<file path="src/homing_velocity_unit_defines.svh">
// ----------------------------------------------------------------------------
// Homing velocity unit assertion macros
// Concurrent assertion wrappers on clk and rst, removable with ASSERT_OFF.
// ----------------------------------------------------------------------------
`ifndef HOMING_VELOCITY_UNIT_DEFINES_SVH
`define HOMING_VELOCITY_UNIT_DEFINES_SVH
`ifndef ASSERT_OFF
`define HVU_ASSERT(lbl, cond, msg) \
  lbl: assert property (@(posedge clk) disable iff (rst) (cond)) else $error(msg);
`define HVU_ASSERT_NEXT(lbl, ante, cons, msg) \
  lbl: assert property (@(posedge clk) disable iff (rst) (ante) |=> (cons)) else $error(msg);
`else
`define HVU_ASSERT(lbl, cond, msg)
`define HVU_ASSERT_NEXT(lbl, ante, cons, msg)
`endif
`endif

</file>
<file path="src/hvu_pkg.sv">
// ----------------------------------------------------------------------------
// Homing velocity unit package
// Shared widths, item class codes and the word types between the parts.
// ----------------------------------------------------------------------------
package hvu_pkg;

  localparam int CoordW = 24;
  localparam int DiffW  = 25;
  localparam int DistW  = 50;

  localparam logic [1:0] CLS_SKIP = 2'd0;
  localparam logic [1:0] CLS_ZERO = 2'd1;
  localparam logic [1:0] CLS_RUN  = 2'd2;

  localparam logic REG_SPEED       = 1'b0;
  localparam logic REG_MIN_DIST_SQ = 1'b1;

  typedef struct packed {
    logic [1:0]              cls;
    logic signed [DiffW-1:0] dx;
    logic signed [DiffW-1:0] dy;
    logic signed [DiffW-1:0] dz;
    logic [DistW-1:0]        d2;
  } hvu_item_t;

  typedef struct packed {
    logic                     wr;
    logic signed [CoordW-1:0] vx;
    logic signed [CoordW-1:0] vy;
    logic signed [CoordW-1:0] vz;
  } hvu_result_t;

  typedef struct packed {
    logic [CoordW-1:0] speed;
    logic [CoordW-1:0] min_dist_sq;
  } hvu_cfg_t;

endpackage

</file>
<file path="src/hvu_queue.sv">
// ----------------------------------------------------------------------------
// Homing velocity unit item queue
// Small first-in first-out buffer between the front and the back.
// ----------------------------------------------------------------------------
module hvu_queue import hvu_pkg::*; #(
  parameter int DEPTH = 4
) (
  input  logic                         clk,
  input  logic                         rst,
  input  logic                         push,
  input  hvu_item_t                    item_in,
  input  logic                         pop,
  output hvu_item_t                    item_out,
  output logic                         empty,
  output logic [$clog2(DEPTH+1)-1:0]   count
);

  localparam int PW = (DEPTH > 1) ? $clog2(DEPTH) : 1;
  localparam int CW = $clog2(DEPTH+1);

  hvu_item_t     mem [DEPTH];
  logic [PW-1:0] wr_ptr;
  logic [PW-1:0] rd_ptr;

  assign empty    = (count == '0);
  assign item_out = mem[rd_ptr];

  always_ff @(posedge clk) begin
    if (push) begin
      mem[wr_ptr] <= item_in;
    end
  end

  always_ff @(posedge clk) begin
    if (rst) begin
      wr_ptr <= '0;
      rd_ptr <= '0;
      count  <= '0;
    end else begin
      if (push) begin
        wr_ptr <= (wr_ptr == PW'(DEPTH-1)) ? '0 : wr_ptr + PW'(1);
      end
      if (pop) begin
        rd_ptr <= (rd_ptr == PW'(DEPTH-1)) ? '0 : rd_ptr + PW'(1);
      end
      if (push && !pop) begin
        count <= count + CW'(1);
      end else if (pop && !push) begin
        count <= count - CW'(1);
      end
    end
  end

endmodule

</file>
<file path="config.mk">
export PLATFORM = sky130hd
export DESIGN_NAME = hvu_queue
export DESIGN_NICKNAME = d
export VERILOG_FILES = /design/src/homing_velocity_unit_defines.svh /design/src/hvu_pkg.sv /design/src/hvu_queue.sv
export SDC_FILE = /design/constraint.sdc
export NUM_CORES = 1
export LEC_CHECK = 0
export BUFFER_PORTS_ARGS = -buffer_cell sky130_fd_sc_hd__buf_2
export CORE_UTILIZATION = 50
export CTS_CLUSTER_SIZE = 28
export DETAILED_ROUTE_END_ITERATION = 7
export PLACE_DENSITY = 0.78
export SYNTH_ARGS = -nofsm -noshare
export SYNTH_HDL_FRONTEND = slang
export SYNTH_SLANG_ARGS = --single-unit
</file>
<file path="constraint.sdc">
create_clock -name clk -period 6.55 [get_ports clk]
set_clock_uncertainty 0.05 [all_clocks]
set_input_delay 0.655 -clock clk [delete_from_list [all_inputs] [get_ports clk]]
set_output_delay 0.655 -clock clk [all_outputs]
set_load 0.03 [all_outputs]
</file>
==> impl_results.md <==
- Overall Global Routing Usage: 0.188
- Mapped Nets: 845
- Clk sinks: 517
- WS Path Type: flip-flop to primary output
- Max Fclk: 270 MHz
- Die area: 0.0382 mm²
- Core Region: 0.0367 mm²
- # DRC: 0
- Setup TNS: 0 ns
- Worst Setup Start Kind: flip-flop
- Placed instance count: ~1400
- # H-tree levels: 2
- Routed Antenna Nets: 0
- Via density: 5.54
- Max-Cap Viols: 0
- CTS Root Cell: clkbuf_16
- Cells along the critical path: buf_4 > mux4_2 > buf_2
- CP arrival: 3.00 ns
- Metal2 WL: around 17000 µm
- Global-route wire length before repair: between 50000 and 60000 µm
- Area growth from synthesis to layout: 19.0%
- Slew of the pin with the lowest slew margin: 0.925 ns
- Num CTS Buffers: 50
- Max-slew violation count: 0
- Run status: finished, final reports clean
- Initial Util: 0.510
- Maximum VDD drop: between 200 and 300 µV
- Routed Wire Length: 35100 µm
- CTS Hold Bufs: 0
- Layout cell share with drive strength beyond 1: 0.464
- CTS tree: done
- Rel. slew slack: 0.383
- Row count: 70
- Main combinational cell family by area after synthesis: multiplexers
- Routed wire length per instance: 23.0 µm
- Post-DP HPWL: 20800 µm
- Post-layout util: 0.607
- Clk Latency, worst-skew pair: about 0.58 ns
- Final min period: 3.71 ns
- CP Data Required Time: 5.84 ns
- CP top delay family: flip-flops
- RSZ-0062 raised after global routing: false
- Count of different cell masters after synthesis: 19
- Final #Nets: roughly 1100
- Post-CTS sizing: 0
- Fillers: 2494
- Total gr overflow: 0
- CP max FO: 42
- Via count: 8445
- Xor/xnor cell area share of the yosys netlist: 0.000936
- Mux contribution to synthesized area: 0.154
- Sequential area share after synthesis: 0.825
- Bufs on Longest Clock Path: 3
- Synth Area in Adders: 0.00508
- Compound-Gate Fraction of Synth Area: 0.00107
- Count of final setup violators: 0
- Vias in the first global route: 9163
- Critical Path Slowest Stage Cell: dfxtp_4
- Post-synthesis cell count: between 700 and 800
- Synth Area in Simple Gates: 0.00394
- Clock slew at reported path FFs: 0.06 ns
- PwrDens: between 300 and 400 mW/mm²
- Final hold vios: 0
- Iter 0 DRT Violations: around 510
- IO Pins: 262
- Non-Filler Instances: 1523
- Metal3 WL: 3120 µm
- Static Leak: 7.50 nW
- Die W: 195 µm
- Die H: 195 µm
- Max incr delay on CP: ~0.92 ns
- Post-Syn Area per Cell: around 26 µm²
- DRT met1 WL: 14700 µm
- Hold Path Class: input port to flip-flop
- Postcts setup bufs: 0
- Crit path capture type: primary output
- Final Wtd Congestion: 0.732
- Synthesis Warnings: 0
- Worst Path Buf+Inv: 2
- Flops & latches, synth: 517
- Period utilization: 0.566
- Top sig layer: met5
- First-pass DRT Iterations: 4
- Largest net degree at the start of global routing: 58
- Mapped cell area: 0.0187 mm²
- PortBufs: 261
- Initial antenna violation count: 11
power breakdown:
group          total, mW  switching [mW]  internal (mW)
sequential          3.82          0.0483           3.78
clock               2.90            1.18           1.72
combinational      0.729           0.469          0.260
total               7.46            1.70           5.76
worst reg2reg max path: stages (launching register included):
cell and delay [ns]:
dfxtp_1 0.35, inv_1 0.09, ha_1 0.15, and2_4 0.74, buf_4 0.82
through the flow:
| step | hold slack (ns) | worst slack, ns | instance area [µm²] | total power [mW] |
|---|---|---|---|---|
| 5_1_grt | 0.208 | 2.57 | 22300 | 7.71 |
| 3_3_place_gp | 0.437 | 3.33 | 20600 | 4.61 |
| 2_1_floorplan | 0.442 | 2.43 | 18700 | 4.39 |
| 6_report | 0.229 | 2.84 | 22300 | 7.46 |
| 3_5_place_dp | 0.456 | 3.34 | 20600 | 4.63 |
| 4_1_cts | 0.190 | 2.71 | 22300 | 7.54 |
registers in the layout, summed over array words and instances (netlist names), named ones only:
signal / cells
wr_ptr: 2
rd_ptr: 2
count: 3
mem: 508
synthesized netlist by cell type:
cell type | number | area (µm²)
dfxtp_1 | 9 | 180
clkbuf_1 | 7 | 26.3
inv_1 | 5 | 18.8
nor3_1 | 1 | 5.00
nor3b_1 | 2 | 15.0
o21ai_0 | 1 | 5.00
a21oi_1 | 3 | 15.0
xor2_1 | 2 | 17.5
nor2_1 | 6 | 22.5
buf_6 | 5 | 56.3
buf_4 | 2 | 15.0
mux4_2 | 127 | 2860
and2_1 | 4 | 25.0
or3_1 | 1 | 6.26
mux2i_1 | 3 | 30.0
fa_1 | 1 | 20.0
ha_1 | 6 | 75.1
edfxtp_1 | 508 | 15300
buf_2 | 14 | 70.1
layout by cell type (no fill, tap or decap), types with 2 or more instances in the layout:
cell type / instances
and2_4: 4
dfxtp_1: 7
diode_2: 9
mux2i_1: 3
clkbuf_1: 8
nor3b_1: 2
buf_2: 261
a21oi_1: 3
ha_1: 6
bufinv_16: 7
inv_1: 5
dfxtp_4: 2
buf_4: 11
clkinv_1: 7
mux4_2: 127
clkinv_8: 2
xor2_1: 2
nor2_1: 6
edfxtp_1: 508
clkinv_2: 15
clkinvlp_4: 2
clkbuf_16: 51
per-layer routing:
layer  vias to the layer above  global-route usage
met5                         -                   0
met4                        14              0.0595
met3                        49              0.0653
met2                       274               0.292
met1                      4435               0.251
li1                       3673                   -
cells by family after synthesis:
group                    Yosys count
flip-flops                       517
AND/OR/NAND/NOR                   14
buffers and inverters             33
adder cells (fa/ha/maj)            7
multiplexers                     130
AO/OA/AOI/OAI                      4
XOR/XNOR                           2
cell type report:
class / instances / area, µm² / share of cell area
flip-flops and latches: 517 / 15400 / 0.693
multi-input cells: 157 / 3110 / 0.139
repair buffers: 273 / 1410 / 0.0633
clock buffers: 60 / 1320 / 0.0593
well taps: 468 / 586 / 0.0263
clock inverters: 34 / 368 / 0.0165
diodes: 9 / 22.5 / 0.00101
inverters: 5 / 18.8 / 0.000843
worst paths after layout:
kind	from	endpoint	slack (ns)	cells past startpoint
worst min register to register	count[2]	count[2]	0.47	2
worst max-delay path	flip-flop	item_out[125]	2.84	3
worst max register to register	wr_ptr[0]	mem[2][15]	3.94	4
worst min-delay path	item_in[79]	mem[3][79]	0.23	1
Power figures use the tool's default switching activity.
