**src/homing_velocity_unit_defines.svh**
```systemverilog
// ----------------------------------------------------------------------------
// Homing velocity unit assertion macros
// Concurrent assertion wrappers on clk and rst, removable with ASSERT_OFF.
// ----------------------------------------------------------------------------
`ifndef HOMING_VELOCITY_UNIT_DEFINES_SVH
`define HOMING_VELOCITY_UNIT_DEFINES_SVH
`ifndef ASSERT_OFF
`define HVU_ASSERT(lbl, cond, msg) \
  lbl: assert property (@(posedge clk) disable iff (rst) (cond)) else $error(msg);
`define HVU_ASSERT_NEXT(lbl, ante, cons, msg) \
  lbl: assert property (@(posedge clk) disable iff (rst) (ante) |=> (cons)) else $error(msg);
`else
`define HVU_ASSERT(lbl, cond, msg)
`define HVU_ASSERT_NEXT(lbl, ante, cons, msg)
`endif
`endif

```
**src/hvu_pkg.sv**
```systemverilog
// ----------------------------------------------------------------------------
// Homing velocity unit package
// Shared widths, item class codes and the word types between the parts.
// ----------------------------------------------------------------------------
package hvu_pkg;

  localparam int CoordW = 24;
  localparam int DiffW  = 25;
  localparam int DistW  = 50;

  localparam logic [1:0] CLS_SKIP = 2'd0;
  localparam logic [1:0] CLS_ZERO = 2'd1;
  localparam logic [1:0] CLS_RUN  = 2'd2;

  localparam logic REG_SPEED       = 1'b0;
  localparam logic REG_MIN_DIST_SQ = 1'b1;

  typedef struct packed {
    logic [1:0]              cls;
    logic signed [DiffW-1:0] dx;
    logic signed [DiffW-1:0] dy;
    logic signed [DiffW-1:0] dz;
    logic [DistW-1:0]        d2;
  } hvu_item_t;

  typedef struct packed {
    logic                     wr;
    logic signed [CoordW-1:0] vx;
    logic signed [CoordW-1:0] vy;
    logic signed [CoordW-1:0] vz;
  } hvu_result_t;

  typedef struct packed {
    logic [CoordW-1:0] speed;
    logic [CoordW-1:0] min_dist_sq;
  } hvu_cfg_t;

endpackage

```
**src/hvu_front.sv**
```systemverilog
// ----------------------------------------------------------------------------
// Homing velocity unit front end
// Takes words, forms the offsets and squared distance, and classifies them.
// ----------------------------------------------------------------------------
module hvu_front import hvu_pkg::*; #(
  parameter int DEPTH = 4
) (
  input  logic                        clk,
  input  logic                        rst,
  input  logic                        push,
  output logic                        full,
  input  logic                        self_present,
  input  logic                        target_present,
  input  logic signed [CoordW-1:0]    self_x,
  input  logic signed [CoordW-1:0]    self_y,
  input  logic signed [CoordW-1:0]    self_z,
  input  logic signed [CoordW-1:0]    target_x,
  input  logic signed [CoordW-1:0]    target_y,
  input  logic signed [CoordW-1:0]    target_z,
  input  logic [CoordW-1:0]           min_dist_sq,
  input  logic [$clog2(DEPTH+1)-1:0]  q_count,
  output logic                        q_push,
  output hvu_item_t                   q_item
);

  localparam int CW = $clog2(DEPTH+1);

  logic                    v1;
  logic                    sp1;
  logic                    tp1;
  logic signed [DiffW-1:0] dx1;
  logic signed [DiffW-1:0] dy1;
  logic signed [DiffW-1:0] dz1;
  logic                    v2;
  logic                    sp2;
  logic                    tp2;
  logic signed [DiffW-1:0] dx2;
  logic signed [DiffW-1:0] dy2;
  logic signed [DiffW-1:0] dz2;
  logic [DistW-2:0]        sqx;
  logic [DistW-2:0]        sqy;
  logic [DistW-2:0]        sqz;
  logic signed [DistW-1:0] px;
  logic signed [DistW-1:0] py;
  logic signed [DistW-1:0] pz;
  logic [CW:0]             used;
  logic                    accept;
  logic [DistW-1:0]        d2;

  assign used   = (CW+1)'(q_count) + (CW+1)'(v1) + (CW+1)'(v2);
  assign full   = (used >= (CW+1)'(DEPTH));
  assign accept = push && !full;

  assign px = dx1 * dx1;
  assign py = dy1 * dy1;
  assign pz = dz1 * dz1;

  assign d2 = {1'b0, sqx} + {1'b0, sqy} + {1'b0, sqz};

  always_comb begin
    q_item.dx = dx2;
    q_item.dy = dy2;
    q_item.dz = dz2;
    q_item.d2 = d2;
    if (!sp2) begin
      q_item.cls = CLS_SKIP;
    end else if (!tp2 || d2 == '0 || d2 < DistW'(min_dist_sq)) begin
      q_item.cls = CLS_ZERO;
    end else begin
      q_item.cls = CLS_RUN;
    end
  end

  assign q_push = v2;

  always_ff @(posedge clk) begin
    dx1 <= DiffW'(target_x) - DiffW'(self_x);
    dy1 <= DiffW'(target_y) - DiffW'(self_y);
    dz1 <= DiffW'(target_z) - DiffW'(self_z);
    sp1 <= self_present;
    tp1 <= target_present;
    sqx <= px[DistW-2:0];
    sqy <= py[DistW-2:0];
    sqz <= pz[DistW-2:0];
    dx2 <= dx1;
    dy2 <= dy1;
    dz2 <= dz1;
    sp2 <= sp1;
    tp2 <= tp1;
  end

  always_ff @(posedge clk) begin
    if (rst) begin
      v1 <= 1'b0;
      v2 <= 1'b0;
    end else begin
      v1 <= accept;
      v2 <= v1;
    end
  end

endmodule

```
**config.mk**
```make
export PLATFORM = sky130hd
export DESIGN_NAME = hvu_front
export DESIGN_NICKNAME = d
export VERILOG_FILES = /design/src/homing_velocity_unit_defines.svh /design/src/hvu_pkg.sv /design/src/hvu_front.sv
export SDC_FILE = /design/constraint.sdc
export NUM_CORES = 2
export LEC_CHECK = 0
export ABC_AREA = 1
export BUFFER_PORTS_ARGS = -buffer_cell sky130_fd_sc_hd__buf_2
export CAP_MARGIN = 20
export CORE_ASPECT_RATIO = 0.9
export CORE_UTILIZATION = 46
export DETAILED_ROUTE_END_ITERATION = 7
export PLACE_DENSITY = 0.7
export SLEW_MARGIN = 0
export SYNTH_ARGS = -nofsm -noshare
export SYNTH_HDL_FRONTEND = slang
export SYNTH_SLANG_ARGS = --single-unit
```
**constraint.sdc**
```tcl
create_clock -name clk -period 6.8 [get_ports clk]
set_clock_uncertainty 0.2 [all_clocks]
set_input_delay 0.34 -clock clk [delete_from_list [all_inputs] [get_ports clk]]
set_output_delay 0.34 -clock clk [all_outputs]
set_load 0.02 [all_outputs]
```
==> impl_metrics.yaml <==
drt:
  vias: 59693
  routed_via_density: 4.87
  totalWireLength_mm: 210
  detailedRoute.firstPassIterationCount: 5
  drt_drc_violations_left: 0
  mean_routed_wirelength_per_cell_um: 17.1
  drt_initial_violations: 3964
  ant_nets: 0
grt:
  grt_max_degree: 28
  grt.total_usage: 0.248
  antenna_found_initial: 7
  global_route_wire_length_before_repair_mm: 335
  gr-total-overflow: 0
  via_count_of_the_first_global_routing_pass: 64045
status:
  outcome: "finished, final reports clean"
setup_path:
  crit_chain: "buf_6, buf_4, nand2_1, fa_1, fa_1, fa_1, inv_1, fa_1, inv_1, fa_1, fa_1, fa_1, inv_1, ha_1, a21oi_1, o221ai_1, a21oi_1, o21ai_2, buf_4, nand2_1, nand2_2, a31oi_4, xnor2_1"
  crit_arrival_ps: 6980
  critical_path.startpoint_type: "flip-flop"
  timing.reg2reg.worst_path_depth: 23
  crit_slowest_cell: "fa_1"
  critical_path.reg2reg.endpoint: "sqx[42]$_DFF_P_"
  crit_required_ps: 7160
  crit_path_end_kind: "flip-flop"
  crit_path_max_fanout: 7
  setup.reg_to_reg.worst_slack_ps: 170
  critical-path-max-stage-delay_ps: 550
  criticalPathCategory: "flip-flop to flip-flop"
  crit_top_cell: "fa_1"
  worstReg2RegStart: "dx1[2]$_DFF_P_"
synth:
  post_synth_num_cell_types: 51
  synth.area.top_cells: "fa_1 47%, inv_1 14%, ha_1 9.6%"
  synth_cells: 9234
  ys_seq_elements: 297
  ys.flop_type: "dfxtp_1"
  number_of_enable_type_register_cells_in_the_synthesized_netlist: 0
  post-synth-top-count-cell: "inv_1"
  synthesis.area_per_instance_um2: 8.45
  async_reset_ff_frac: 0
  ys.warnings.count: 0
  ys_top_cells_by_count: "3014 x inv_1, 1844 x fa_1, 1694 x nand2_1"
  synth.cell_area_um2: 78100
  synth.largest_area_cell: "fa_1"
  ys_seq_area_frac: 0.0762
  yosysTopAreaCellShare: 0.473
place:
  port_buffers: 304
  gp_congestion: 0.969
  place_hpwl_mm: 182
  dp_cells: 12010
timing:
  achievable-frequency_ghz: 0.151
  setup-violations-final: 0
  fin_tns_setup_ps: 0
  unrepaired_setup_endpoints_after_global_routing: "true"
  time_the_worst_path_needs_with_i_o_delays_and_setup_ps: 6630
  timing.final.crit_share: 0.974
  drv_slew: 0
  finalHoldViolations: 0
  worst_hold_slack_ps: 29.8
  worst_pin_slew_ps: 823
  max_slew_margin: 0.449
cells_and_area:
  count_of_non_filler_cells_in_the_finished_layout: 12255
  final-seq-area_um2: 6090
  finalNetCount: 12595
  multi_input_comb_area_um2: 61000
  area_delta_synth_final_pct: 15.4
  layout-drive-gt1-share: 0.128
  fillCellCount: 15157
floorplanning:
  die_h_um: 393
  rows: 143
  dieWidth_um: 436
  coreArea_um2: 169000
  num_io_pins: 305
  die-area_um2: 171000
  initial_core_util: 0.463
run:
  cap_viol_max_count: 0
clock_network:
  cts-htree-levels: 2
  maximum_clock_insertion_buffer_count: 3
  clock-root-buffer: "clkbuf_16"
  cts_made_buffers: 39
  clock_sinks: 297
  worst_skew_pair.late_latency_ps: 640
  clk_pin_slew_ps: 60
  clock_tree_from_tritoncts: "built"
worst_hold_path:
  timing.hold.worst_path_depth: 3
  min_from: "target_y[16]"
  min-delay-path-class: "primary input to flip-flop"
  worstHoldEndpoint: "dy1[16]$_DFF_P_"
metrics by stage:
step	util	instance area, um^2	setup WS (ps)
after floorplan	-	78100	64.0
after global placement	0.506	85500	-180
after detailed placement	0.506	85500	-278
after CTS	0.522	88100	-54.9
after global routing	0.534	90100	-106
final	0.534	90100	175
worst max-delay path: cells and delay by family (launching register included):
| family | cells | cell delay [ps] |
|---|---|---|
| flops | 1 | 350 |
| compound gates | 5 | 1010 |
| xor+xnor | 1 | 130 |
| simple gates | 3 | 270 |
| fa+ha+maj | 8 | 3920 |
| buf+inv | 6 | 650 |
registers in the layout (all words and copies together) (netlist names), 24 cells and up:
name,count
sqx,48
sqy,48
dy1,25
dz2,24
dx1,25
dy2,24
sqz,48
dx2,24
dz1,25
area by class of cell:
cell class / instances / area share
Multi-Input combinational cell: 5678 / 0.677
Inverter: 3027 / 0.126
Timing Repair Buffer: 934 / 0.0828
Sequential cell: 297 / 0.0676
Tap cell: 2247 / 0.0312
Clock buffer: 54 / 0.0126
Clock inverter: 16 / 0.00229
Timing Repair inverter: 1 / 0.0000834
Antenna cell: 1 / 0.0000278
placed cells by master (no fill, tap or decap), types with 52 or more instances in the layout:
cell           netlist  layout
nand3_1            117     112
nor2_1             333     303
xor2_1             163     161
o21ai_0            114      90
a21oi_1            296     250
inv_1             3014    2996
nand2_1           1694    1662
xnor2_1            127     126
fa_1              1844    1820
nand2_2             29      60
dlygate4sd3_1        0     115
ha_1               597     562
dfxtp_1            297     240
buf_2                0     305
buf_4                3     416
nor2_2              25      52
logic make-up after synthesis:
logic type / share of synthesized area
AOI/OAI and AO/OA: 0.0444
other: 0.0000962
buffers and inverters: 0.157
and+or+nand+nor: 0.121
xor gates and xnor gates: 0.0325
DFF: 0.0762
adders and majority gates: 0.569
what timing repair did:
action | in CTS | in global routing
pin swaps | 2 | 85
endpoints found under the hold margin | 66 | 0
setup endpoints to repair | 46 | 69
hold buffers | 115 | 0
setup buffers | 1 | 48
cloned | 0 | 11
gates resized for setup | 45 | 389
worst max-delay path by stage:
stage / start / end / slack, ps / depth (start not counted)
finish: dx1[2]$_DFF_P_ / sqx[42]$_DFF_P_ / 170 / 23
global route: dx1[24]$_DFF_P_ / sqx[44]$_DFF_P_ / -110 / 24
CTS: dy1[8]$_DFF_P_ / sqy[44]$_DFF_P_ / -50 / 23
detailed placement: dy1[2]$_DFF_P_ / sqy[46]$_DFF_P_ / -280 / 27
global placement: dy1[2]$_DFF_P_ / sqy[46]$_DFF_P_ / -180 / 27
floorplan: dy1[1]$_DFF_P_ / sqy[47]$_DFF_P_ / 60 / 22
metal layers:
metal  GRT usage  wire, um  share of wire
met2       0.417    101000           0.48
met3      0.0292     12400          0.059
met1       0.331     87700           0.42
met4      0.0868      8550          0.041
met5           0        27        0.00013
Power is left out: the tool's default activity adds up to more than one toggle a clock period on the data nets, which glitch-free logic cannot reach.
